File: src/hw/rtl/wrhp_pkg.sv
// shared widths, result record and defaults for the riff/wave parser
package wrhp_pkg;

  localparam int unsigned FileByteW  = 8;
  localparam int unsigned StatusW    = 3;
  localparam int unsigned FormatW    = 2;
  localparam int unsigned ChannelW   = 16;
  localparam int unsigned RateW      = 32;
  localparam int unsigned BitsW      = 16;
  localparam int unsigned LengthW    = 32;
  localparam int unsigned CfgDataW   = 32;
  localparam int unsigned CfgAddrW   = 3;

  // result queue depth, at least 2 so that a byte with two results can enter
  localparam int unsigned OutDepthDefault = 4;

  localparam logic [31:0] TagRiff = 32'h5249_4646;
  localparam logic [31:0] TagWave = 32'h5741_5645;
  localparam logic [31:0] TagFmt  = 32'h666d_7420;
  localparam logic [31:0] TagData = 32'h6461_7461;

  typedef struct packed {
    logic                 kind;
    logic [FileByteW-1:0] audio_byte;
    logic                 chunk_start;
    logic [StatusW-1:0]   status;
    logic [FormatW-1:0]   format_code;
    logic [ChannelW-1:0]  channel_count;
    logic [RateW-1:0]     sample_rate;
    logic [BitsW-1:0]     sample_bits;
    logic [LengthW-1:0]   data_length;
    logic                 last;
  } result_t;

endpackage

File: src/hw/rtl/wrhp_if.sv
// byte input and result output channels of the riff/wave parser
interface wrhp_in_if;
  import wrhp_pkg::*;

  logic                 valid;
  logic                 ready;
  logic [FileByteW-1:0] file_byte;

  modport source (output valid, output file_byte, input ready);
  modport sink (input valid, input file_byte, output ready);
endinterface

interface wrhp_out_if;
  import wrhp_pkg::*;

  logic                 valid;
  logic                 ready;
  logic                 kind;
  logic [FileByteW-1:0] audio_byte;
  logic                 chunk_start;
  logic [StatusW-1:0]   status;
  logic [FormatW-1:0]   format_code;
  logic [ChannelW-1:0]  channel_count;
  logic [RateW-1:0]     sample_rate;
  logic [BitsW-1:0]     sample_bits;
  logic [LengthW-1:0]   data_length;
  logic                 last;

  modport source (
    output valid, output kind, output audio_byte, output chunk_start, output status,
    output format_code, output channel_count, output sample_rate, output sample_bits,
    output data_length, output last, input ready
  );
  modport sink (
    input valid, input kind, input audio_byte, input chunk_start, input status,
    input format_code, input channel_count, input sample_rate, input sample_bits,
    input data_length, input last, output ready
  );
endinterface

File: src/hw/rtl/wav_riff_header_parser_unit.sv
// riff/wave byte stream parser: chunk walk, fmt capture, data pass-through, summary
//
//   channel   dir   handshake        carries
//   in_i      in    valid/ready      file_byte, one request per file byte
//   out_o     out   valid/ready      audio byte or end-of-file summary
//   apb       in    psel/penable     file_length at byte address 0
//
// one file byte is taken per cycle, as long as input ready is high; its results
// land in a small result queue and leave one per cycle while out_o is ready; the
// final byte of a file can add a second result (summary) behind an audio byte.
// input ready drops only while the queue has no room for two results.
// reset returns the parser to the start of a file with file_length 1.
module wav_riff_header_parser_unit #(
  parameter int unsigned OutDepth = wrhp_pkg::OutDepthDefault
) (
  input  logic                           clk_i,
  input  logic                           rst_ni,
  wrhp_in_if.sink                        in_i,
  wrhp_out_if.source                     out_o,
  input  logic                           psel,
  input  logic                           penable,
  input  logic                           pwrite,
  input  logic [wrhp_pkg::CfgAddrW-1:0]  paddr,
  input  logic [wrhp_pkg::CfgDataW-1:0]  pwdata,
  output logic [wrhp_pkg::CfgDataW-1:0]  prdata,
  output logic                           pready
);
  import wrhp_pkg::*;

  localparam int unsigned PtrW = (OutDepth > 1) ? $clog2(OutDepth) : 1;
  localparam int unsigned CntW = $clog2(OutDepth + 1);

  localparam logic [1:0] PhRiff   = 2'd0;
  localparam logic [1:0] PhHeader = 2'd1;
  localparam logic [1:0] PhBody   = 2'd2;
  localparam logic [1:0] PhStop   = 2'd3;

  localparam logic [1:0] CkOther = 2'd0;
  localparam logic [1:0] CkFmt   = 2'd1;
  localparam logic [1:0] CkData  = 2'd2;

  localparam logic [StatusW-1:0] StOk      = 3'd0;
  localparam logic [StatusW-1:0] StShort   = 3'd1;
  localparam logic [StatusW-1:0] StBadTag  = 3'd2;
  localparam logic [StatusW-1:0] StNoData  = 3'd3;
  localparam logic [StatusW-1:0] StZero    = 3'd4;
  localparam logic [StatusW-1:0] StBadBits = 3'd5;

  localparam logic [CfgAddrW-1:0] RegFileLength = '0;

  // configuration
  logic [LengthW-1:0] file_len_q;
  logic               cfg_wr;

  // parse state
  logic [31:0]         pos_q, pos_d;
  logic [1:0]          phase_q, phase_d;
  logic                tag_ok_q, tag_ok_d;
  logic [31:0]         tag_q, tag_d;
  logic [31:0]         len_q, len_d;
  logic [31:0]         left_q, left_d;
  logic [1:0]          ck_q, ck_d;
  logic                pad_q, pad_d;
  logic [ChannelW-1:0] ch_q, ch_d;
  logic [RateW-1:0]    rate_q, rate_d;
  logic [BitsW-1:0]    bits_q, bits_d;
  logic                seen_q, seen_d;
  logic [LengthW-1:0]  dlen_q, dlen_d;

  // per byte work
  logic                 accept;
  logic [FileByteW-1:0] b;
  logic [33:0]          pos_p1;
  logic                 final_byte;
  logic [31:0]          off;
  logic [31:0]          len_new;
  logic                 overrun;
  logic                 push_a, push_s;
  result_t              aud, summ;
  logic [StatusW-1:0]   status;
  logic [FormatW-1:0]   fmt;

  // pre-clear values of the kept fields for the summary
  logic                tag_ok_d_sum;
  logic                seen_sum;
  logic [ChannelW-1:0] ch_sum;
  logic [RateW-1:0]    rate_sum;
  logic [BitsW-1:0]    bits_sum;
  logic [LengthW-1:0]  dlen_sum;

  // result queue
  result_t         mem_q [OutDepth];
  logic [PtrW-1:0] wr_ptr_q, rd_ptr_q, wr_ptr1, wr_ptr2, rd_ptr1;
  logic [CntW-1:0] cnt_q;
  logic            pop;
  result_t         head;

  // apb
  assign pready = 1'b1;
  assign cfg_wr = psel & penable & pwrite & (paddr[CfgAddrW-1:2] == RegFileLength[CfgAddrW-1:2]);
  assign prdata = (paddr[CfgAddrW-1:2] == RegFileLength[CfgAddrW-1:2]) ? file_len_q : '0;

  always_ff @(posedge clk_i or negedge rst_ni) begin
    if (!rst_ni) begin
      file_len_q <= 32'd1;
    end else if (cfg_wr) begin
      file_len_q <= pwdata;
    end
  end

  assign accept = in_i.valid & in_i.ready;
  assign b      = in_i.file_byte;
  assign pos_p1 = {2'b00, pos_q} + 34'd1;
  assign final_byte = pos_p1 >= {2'b00, file_len_q};
  assign off    = len_q - left_q;

  // chunk length with the current byte placed, for the length bytes of a header
  always_comb begin
    len_new = len_q;
    case (left_q[1:0])
      2'd0:    len_new[7:0]   = len_q[7:0] | b;
      2'd1:    len_new[15:8]  = len_q[15:8] | b;
      2'd2:    len_new[23:16] = len_q[23:16] | b;
      default: len_new[31:24] = len_q[31:24] | b;
    endcase
  end

  assign overrun = (pos_p1 + {2'b00, len_new}) > {2'b00, file_len_q};

  always_comb begin
    pos_d    = pos_q;
    phase_d  = phase_q;
    tag_ok_d = tag_ok_q;
    tag_d    = tag_q;
    len_d    = len_q;
    left_d   = left_q;
    ck_d     = ck_q;
    pad_d    = pad_q;
    ch_d     = ch_q;
    rate_d   = rate_q;
    bits_d   = bits_q;
    seen_d   = seen_q;
    dlen_d   = dlen_q;
    push_a   = 1'b0;

    case (phase_q)
      PhRiff: begin
        // position stays below 12 in this phase
        if (pos_q[3:0] < 4'd4 || (pos_q[3:0] >= 4'd8 && pos_q[3:0] < 4'd12)) begin
          tag_d = {tag_q[23:0], b};
        end
        if (pos_q[3:0] == 4'd3 && tag_d != TagRiff) begin
          tag_ok_d = 1'b0;
        end
        if (pos_q[3:0] == 4'd11) begin
          if (tag_d != TagWave) begin
            tag_ok_d = 1'b0;
          end
          tag_d   = '0;
          left_d  = '0;
          phase_d = tag_ok_d ? PhHeader : PhStop;
        end
      end
      PhHeader: begin
        if (pad_q) begin
          pad_d = 1'b0;
        end else begin
          if (left_q[2] == 1'b0) begin
            tag_d = {tag_q[23:0], b};
          end else begin
            len_d = len_new;
          end
          left_d = left_q + 32'd1;
          if (left_q[2:0] == 3'd7) begin
            if (overrun) begin
              phase_d = PhStop;
            end else if (tag_q == TagFmt && len_new < 32'd16) begin
              // fmt too short to hold the fields
              phase_d = PhStop;
            end else begin
              ck_d = CkOther;
              if (tag_q == TagFmt) begin
                ck_d = CkFmt;
              end else if (tag_q == TagData) begin
                ck_d   = CkData;
                seen_d = 1'b1;
                dlen_d = len_new;
              end
              if (len_new == 32'd0) begin
                left_d  = '0;
                tag_d   = '0;
                phase_d = PhHeader;
              end else begin
                left_d  = len_new;
                phase_d = PhBody;
              end
            end
          end
        end
      end
      PhBody: begin
        if (ck_q == CkFmt && off[31:4] == 28'd0) begin
          case (off[3:0])
            4'd2:    ch_d[7:0]     = b;
            4'd3:    ch_d[15:8]    = b;
            4'd4:    rate_d[7:0]   = b;
            4'd5:    rate_d[15:8]  = b;
            4'd6:    rate_d[23:16] = b;
            4'd7:    rate_d[31:24] = b;
            4'd14:   bits_d[7:0]   = b;
            4'd15:   bits_d[15:8]  = b;
            default: ;
          endcase
        end else if (ck_q == CkData) begin
          push_a = 1'b1;
        end
        left_d = left_q - 32'd1;
        if (left_q == 32'd1) begin
          pad_d   = len_q[0];
          tag_d   = '0;
          len_d   = '0;
          phase_d = PhHeader;
        end
      end
      default: ;
    endcase

    pos_d = pos_q + 32'd1;

    if (final_byte) begin
      // new file starts on the next byte
      pos_d    = '0;
      phase_d  = PhRiff;
      tag_ok_d = 1'b1;
      tag_d    = '0;
      len_d    = '0;
      left_d   = '0;
      ck_d     = CkOther;
      pad_d    = 1'b0;
      ch_d     = '0;
      rate_d   = '0;
      bits_d   = '0;
      seen_d   = 1'b0;
      dlen_d   = '0;
    end
  end

  // summary from the fields as they stand after this byte
  always_comb begin
    fmt = '0;
    if (file_len_q < 32'd12) begin
      status = StShort;
    end else if (!tag_ok_d_sum) begin
      status = StBadTag;
    end else if (!seen_sum) begin
      status = StNoData;
    end else if (ch_sum == '0 || bits_sum == '0 || rate_sum == '0) begin
      status = StZero;
    end else if (bits_sum != 16'd8 && bits_sum != 16'd16) begin
      status = StBadBits;
    end else begin
      status = StOk;
      fmt    = {bits_sum == 16'd16, ch_sum != 16'd1};
    end
  end

  always_comb begin
    tag_ok_d_sum = tag_ok_q;
    seen_sum     = seen_q;
    ch_sum       = ch_q;
    rate_sum     = rate_q;
    bits_sum     = bits_q;
    dlen_sum     = dlen_q;
    case (phase_q)
      PhRiff: begin
        if (pos_q[3:0] == 4'd3 && {tag_q[23:0], b} != TagRiff) begin
          tag_ok_d_sum = 1'b0;
        end
        if (pos_q[3:0] == 4'd11 && {tag_q[23:0], b} != TagWave) begin
          tag_ok_d_sum = 1'b0;
        end
      end
      PhHeader: begin
        if (!pad_q && left_q[2:0] == 3'd7 && !overrun && tag_q == TagData) begin
          seen_sum = 1'b1;
          dlen_sum = len_new;
        end
      end
      PhBody: begin
        if (ck_q == CkFmt && off[31:4] == 28'd0) begin
          case (off[3:0])
            4'd2:    ch_sum[7:0]     = b;
            4'd3:    ch_sum[15:8]    = b;
            4'd4:    rate_sum[7:0]   = b;
            4'd5:    rate_sum[15:8]  = b;
            4'd6:    rate_sum[23:16] = b;
            4'd7:    rate_sum[31:24] = b;
            4'd14:   bits_sum[7:0]   = b;
            4'd15:   bits_sum[15:8]  = b;
            default: ;
          endcase
        end
      end
      default: ;
    endcase
  end

  assign push_s = final_byte;

  always_comb begin
    aud             = '0;
    aud.kind        = 1'b0;
    aud.audio_byte  = b;
    aud.chunk_start = (off == 32'd0);

    summ               = '0;
    summ.kind          = 1'b1;
    summ.status        = status;
    summ.format_code   = fmt;
    summ.channel_count = ch_sum;
    summ.sample_rate   = rate_sum;
    summ.sample_bits   = bits_sum;
    summ.data_length   = dlen_sum;
    summ.last          = 1'b1;
  end

  always_ff @(posedge clk_i or negedge rst_ni) begin
    if (!rst_ni) begin
      pos_q    <= '0;
      phase_q  <= PhRiff;
      tag_ok_q <= 1'b1;
      tag_q    <= '0;
      len_q    <= '0;
      left_q   <= '0;
      ck_q     <= CkOther;
      pad_q    <= 1'b0;
      ch_q     <= '0;
      rate_q   <= '0;
      bits_q   <= '0;
      seen_q   <= 1'b0;
      dlen_q   <= '0;
    end else if (accept) begin
      pos_q    <= pos_d;
      phase_q  <= phase_d;
      tag_ok_q <= tag_ok_d;
      tag_q    <= tag_d;
      len_q    <= len_d;
      left_q   <= left_d;
      ck_q     <= ck_d;
      pad_q    <= pad_d;
      ch_q     <= ch_d;
      rate_q   <= rate_d;
      bits_q   <= bits_d;
      seen_q   <= seen_d;
      dlen_q   <= dlen_d;
    end
  end

  // result queue
  assign wr_ptr1 = (wr_ptr_q == PtrW'(OutDepth - 1)) ? '0 : wr_ptr_q + 1'b1;
  assign wr_ptr2 = (wr_ptr1 == PtrW'(OutDepth - 1)) ? '0 : wr_ptr1 + 1'b1;
  assign rd_ptr1 = (rd_ptr_q == PtrW'(OutDepth - 1)) ? '0 : rd_ptr_q + 1'b1;

  assign in_i.ready = (cnt_q <= CntW'(OutDepth - 2));
  assign pop        = out_o.valid & out_o.ready;

  always_ff @(posedge clk_i) begin
    if (accept) begin
      if (push_a) begin
        mem_q[wr_ptr_q] <= aud;
      end
      if (push_s) begin
        mem_q[push_a ? wr_ptr1 : wr_ptr_q] <= summ;
      end
    end
  end

  always_ff @(posedge clk_i or negedge rst_ni) begin
    if (!rst_ni) begin
      wr_ptr_q <= '0;
      rd_ptr_q <= '0;
      cnt_q    <= '0;
    end else begin
      if (accept) begin
        if (push_a && push_s) begin
          wr_ptr_q <= wr_ptr2;
        end else if (push_a || push_s) begin
          wr_ptr_q <= wr_ptr1;
        end
      end
      if (pop) begin
        rd_ptr_q <= rd_ptr1;
      end
      cnt_q <= cnt_q + CntW'(accept & push_a) + CntW'(accept & push_s) - CntW'(pop);
    end
  end

  assign head = mem_q[rd_ptr_q];

  assign out_o.valid         = (cnt_q != '0);
  assign out_o.kind          = head.kind;
  assign out_o.audio_byte    = head.audio_byte;
  assign out_o.chunk_start   = head.chunk_start;
  assign out_o.status        = head.status;
  assign out_o.format_code   = head.format_code;
  assign out_o.channel_count = head.channel_count;
  assign out_o.sample_rate   = head.sample_rate;
  assign out_o.sample_bits   = head.sample_bits;
  assign out_o.data_length   = head.data_length;
  assign out_o.last          = head.last;

endmodule

File: src/flat_wrapper.sv
// flat-port wrapper written by rule: the top's interface ports become plain ports
module wav_riff_header_parser_unit_flat import wrhp_pkg::*;
#(
  parameter int unsigned OutDepth = wrhp_pkg::OutDepthDefault
)
  (clk_i, rst_ni, psel, penable, pwrite, paddr, pwdata, prdata, pready, in_i_valid, in_i_file_byte, in_i_ready, out_o_valid, out_o_kind, out_o_audio_byte, out_o_chunk_start, out_o_status, out_o_format_code, out_o_channel_count, out_o_sample_rate, out_o_sample_bits, out_o_data_length, out_o_last, out_o_ready);
  wrhp_in_if in_i_i ();
  wrhp_out_if out_o_i ();
  input  logic clk_i;
  input  logic rst_ni;
  input  logic psel;
  input  logic penable;
  input  logic pwrite;
  input  logic [wrhp_pkg::CfgAddrW-1:0] paddr;
  input  logic [wrhp_pkg::CfgDataW-1:0] pwdata;
  output logic [wrhp_pkg::CfgDataW-1:0] prdata;
  output logic pready;
  input wire logic [$bits(in_i_i.valid)-1:0] in_i_valid;
  input wire logic [$bits(in_i_i.file_byte)-1:0] in_i_file_byte;
  output wire logic [$bits(in_i_i.ready)-1:0] in_i_ready;
  output wire logic [$bits(out_o_i.valid)-1:0] out_o_valid;
  output wire logic [$bits(out_o_i.kind)-1:0] out_o_kind;
  output wire logic [$bits(out_o_i.audio_byte)-1:0] out_o_audio_byte;
  output wire logic [$bits(out_o_i.chunk_start)-1:0] out_o_chunk_start;
  output wire logic [$bits(out_o_i.status)-1:0] out_o_status;
  output wire logic [$bits(out_o_i.format_code)-1:0] out_o_format_code;
  output wire logic [$bits(out_o_i.channel_count)-1:0] out_o_channel_count;
  output wire logic [$bits(out_o_i.sample_rate)-1:0] out_o_sample_rate;
  output wire logic [$bits(out_o_i.sample_bits)-1:0] out_o_sample_bits;
  output wire logic [$bits(out_o_i.data_length)-1:0] out_o_data_length;
  output wire logic [$bits(out_o_i.last)-1:0] out_o_last;
  input wire logic [$bits(out_o_i.ready)-1:0] out_o_ready;
  assign in_i_i.valid = in_i_valid;
  assign in_i_i.file_byte = in_i_file_byte;
  assign in_i_ready = in_i_i.ready;
  assign out_o_valid = out_o_i.valid;
  assign out_o_kind = out_o_i.kind;
  assign out_o_audio_byte = out_o_i.audio_byte;
  assign out_o_chunk_start = out_o_i.chunk_start;
  assign out_o_status = out_o_i.status;
  assign out_o_format_code = out_o_i.format_code;
  assign out_o_channel_count = out_o_i.channel_count;
  assign out_o_sample_rate = out_o_i.sample_rate;
  assign out_o_sample_bits = out_o_i.sample_bits;
  assign out_o_data_length = out_o_i.data_length;
  assign out_o_last = out_o_i.last;
  assign out_o_i.ready = out_o_ready;
  wav_riff_header_parser_unit #(.OutDepth(OutDepth)) u_core (.clk_i(clk_i), .rst_ni(rst_ni), .in_i(in_i_i), .out_o(out_o_i), .psel(psel), .penable(penable), .pwrite(pwrite), .paddr(paddr), .pwdata(pwdata), .prdata(prdata), .pready(pready));
endmodule
File: config.mk
export PLATFORM = sky130hd
export DESIGN_NAME = wav_riff_header_parser_unit_flat
export DESIGN_NICKNAME = d
export VERILOG_FILES = /design/src/hw/rtl/wrhp_pkg.sv /design/src/hw/rtl/wrhp_if.sv /design/src/hw/rtl/wav_riff_header_parser_unit.sv /design/src/flat_wrapper.sv
export SDC_FILE = /design/constraint.sdc
export NUM_CORES = 2
export LEC_CHECK = 0
export BUFFER_PORTS_ARGS = -buffer_cell sky130_fd_sc_hd__clkbuf_2
export CAP_MARGIN = 20
export CORE_MARGIN = 2
export CORE_UTILIZATION = 50
export CTS_CLUSTER_DIAMETER = 200
export CTS_CLUSTER_SIZE = 14
export DETAILED_ROUTE_END_ITERATION = 10
export PLACE_DENSITY_LB_ADDON = 0.08
export SLEW_MARGIN = 20
export SYNTH_ARGS = -nofsm -noshare
export SYNTH_HDL_FRONTEND = slang
export SYNTH_SLANG_ARGS = --single-unit
File: constraint.sdc
create_clock -name clk_i -period 8 [get_ports clk_i]
set_input_delay 0.8 -clock clk_i [delete_from_list [all_inputs] [get_ports clk_i]]
set_output_delay 0.8 -clock clk_i [all_outputs]
set_load 0.05 [all_outputs]
==> impl_metrics.csv <==
group,metric,value,unit
yosys,synth_area,38600,um^2
cts,clk_pin_slew,80,ps
global_route,grt_max_degree,148,
cts,cts_tree,"yes",
sta,setup_viol,0,
sta,layout_min_cycle_time,7320,ps
sta,skew,21.4,ps
cts,clk_path_buf_depth,3,
floorplan,rows,101,
global_route,grt_pass1_wl,178000,um
yosys,yosys.area.top_type_share,31.5,%
placed_design,routabilityCongestion,0.960,
cells_and_area,n_antenna_cell,0,
worst_setup_path,timing.rr.end,"u_core.mem_q[0][98]$_DFFE_PP_",
global_route,overflow,0,
global_route,track_usage,29.3,%
worst_setup_path,criticalPathCategory,"reg2reg",
floorplan,pin_count,197,
yosys,syn_area_per_cell,10.5,um^2
floorplan,die_h,282,um
status,outcome,"finished clean",
yosys,synth.most_common_cell,"nor2_1",
sta,hold_viol_final,0,
detailed_routing,dr.pass1.iters,5,
cells_and_area,final_cells,4889,
floorplan,core_area,76200,um^2
detailed_routing,drt_drc_violations_left,0,
worst_setup_path,crit_arrival,7750,ps
cts,cts_hold_buf,0,
detailed_routing,wl_per_cell,23.8,um
worst_setup_path,cp_slowest_cell,"inv_1",
worst_setup_path,endpoint_kind,"flop",
worst_setup_path,crit_start,"u_core.pos_q[3]$_DFFE_PN0P_",
cells_and_area,nets,4013,
floorplan,die_w,282,um
worst_setup_path,cpMostUsedCell,"nand3_1",
worst_setup_path,required,8430,ps
placed_design,dp.cells,4786,
yosys,synth_seq_area_share,51.1,%
worst_setup_path,critPathLaunchType,"flop",
detailed_routing,via_count,29700,
cells_and_area,fin_util,56.2,%
yosys,synthTopCellsByCount,"nor2_1 (566), nand2_1 (425), edfxtp_1 (404)",
power,ir_worst_vdd,0.000212,V
sta,slew_headroom,30.9,%
cts,clk_latency,640,ps
worst_hold_path,hp-class,"in2async",
sta,rsz0062_at_grt,"false",
yosys,synthArstFlopShare,37.8,%
sta,tns,0,ps
cts,h-tree-depth,2,
yosys,ys_top_cells_by_area,"edfxtp_1 (31%), dfrtp_1 (17%), mux4_2 (6.5%), nor2_1 (5.5%), ha_1 (4.7%)",
sta,tightest_slew,1040,ps
worst_setup_path,critPathMaxFanout,70,
yosys,syn_nets,3869,
worst_setup_path,rrSetupSlack,680,ps
yosys,ys_warn_count,0,
power,power.density,287,nW/um^2
power,p_leak,16.2,nW
floorplan,dieArea,79400,um^2
yosys,ys_types,92,
sta,final_max_slew_viol_count,0,
sta,fmax,137,MHz
sta,finalCritPeriodShare,91.5,%
yosys,synthCells,3670,
detailed_routing,ant_nets,0,
flow_run,cap_violations,0,
worst_setup_path,r2r_start,"u_core.pos_q[3]$_DFFE_PN0P_",
global_route,antenna_found_initial,0,
cells_and_area,synthToLayoutAreaGrowth,11.1,%
floorplan,initial_core_util,50.6,%
cells_and_area,drive_gt1_share,15.5,%
yosys,ys.flop_type,"edfxtp_1",
detailed_routing,drt_iter0_drc,2802,
yosys,synth_top_area_cell,"edfxtp_1",
yosys,ys_ff_latch,714,
detailed_routing,routed_wl,117000,um
cts,clkSinkCount,714,
global_route,grt_pass1_vias,29700,
cts,cts_buffers,56,
cells_and_area,n_fill_cell,6596,
sta,finalHoldWorstSlack,100,ps
placed_design,place_hpwl,80000,um
placed_design,port_buffers,193,
yosys,synth_edf_count,404,
cts,cts_root_buf,"clkbuf_16",
worst_setup_path,reg2reg_depth,25,
detailed_routing,drt-vias-per-instance,6.08,
worst_setup_path,cpPeakStageDelay,560,ps
==> critical path, delay by kind of cell (launching register included) <==
kind	cells	cell delay, ps
AOI/OAI and AO/OA	4	680
xor gates and xnor gates	1	350
adders and majority gates	1	200
buffers and inverters	3	1360
DFF	1	540
and+or+nand+nor	16	3930
==> cell type report <==
type                    count  area [um^2]  share of cell area (%)
inverters                 140          526                    1.23
repair buffers            302         2020                    4.71
flip-flops and latches    714        19700                    46.0
clock buffers             101         1590                    3.71
well taps                1030         1290                    3.01
multi-input cells        2600        17700                    41.3
clock inverters             2         46.3                   0.108
==> report_power, final <==
part	switching [mW]	total, mW	internal, mW
Clock	1.34	2.69	1.34
Sequential	0.371	4.42	4.05
Combinational	3.42	5.18	1.76
Total	5.13	12.3	7.16
==> registers in the layout, summed over array words and instances (netlist names) <==
signal / count
u_core.bits_q: 16
u_core.ch_q: 16
u_core.ck_q: 2
u_core.cnt_q: 3
u_core.dlen_q: 32
u_core.file_len_q: 32
u_core.left_q: 32
u_core.len_q: 32
u_core.mem_q: 444
u_core.pad_q: 1
u_core.phase_q: 2
u_core.pos_q: 32
u_core.rate_q: 32
u_core.rd_ptr_q: 2
u_core.seen_q: 1
u_core.tag_ok_q: 1
u_core.tag_q: 32
u_core.wr_ptr_q: 2
==> layer usage <==
layer | vias to the layer above | routed length, um | global-route usage (%)
li1 | 13600 | - | -
met4 | 0 | 4210 | 9.89
met1 | 14900 | 49400 | 39.7
met5 | - | 0 | 0
met3 | 220 | 6400 | 3.48
met2 | 975 | 56600 | 49.3
==> cells by family after synthesis <==
group / synth area share [%]
other cells: 0.00972
flops: 51.1
mux: 10.5
xor+xnor: 2.32
simple gates: 15.8
compound gates: 11.8
fa+ha+maj: 4.91
buf+inv: 3.59
==> what timing repair did <==
action / in CTS / in global routing
setup buffers: 0 / 0
resized for setup: 0 / 5
endpoints found under the setup margin: 0 / 195
==> how the worst max path moves through the flow <==
stage	end	cells past startpoint
global placement	u_core.mem_q[1][19]$_DFFE_PP_	29
CTS	u_core.mem_q[2][19]$_DFFE_PP_	29
finish	u_core.mem_q[0][98]$_DFFE_PP_	25
detailed placement	u_core.mem_q[2][19]$_DFFE_PP_	29
global route	u_core.mem_q[0][98]$_DFFE_PP_	25
floorplan	u_core.mem_q[2][100]$_DFFE_PP_	29
==> cell usage in the layout (no fill, tap or decap), types with 13 or more instances in the layout <==
cell,netlist,final
inv_1,139,139
a21o_1,68,67
and4_1,13,13
buf_4,6,91
a22o_1,36,36
and3_1,25,25
mux2i_1,77,77
nor2_1,566,565
xnor2_1,74,74
nor3_1,65,65
nand3_1,67,67
clkbuf_2,0,192
clkbuf_1,177,44
o21ai_0,244,242
clkbuf_16,0,57
mux4_2,111,111
or3_1,15,15
and2_1,16,15
nand2_1,425,420
o211ai_1,24,24
nand2b_1,15,15
dfrtp_1,268,266
ha_1,145,145
nor4_1,53,49
dfxtp_1,40,40
o31ai_1,26,25
xor2_1,28,27
edfxtp_1,404,404
mux2_2,70,70
buf_12,0,18
o21a_1,22,21
nand4_1,57,57
a21oi_1,169,168
==> per-stage QoR <==
step	total power [mW]	setup WS, ps	instance area [um^2]
final	12.3	679	42900
after global routing	12.9	54.2	42900
after CTS	12.3	468	42800
after detailed placement	9.63	544	41200
after global placement	9.58	714	41200
after floorplan	8.11	163	38600
No activity file was read; power rests on OpenSTA's default activity.
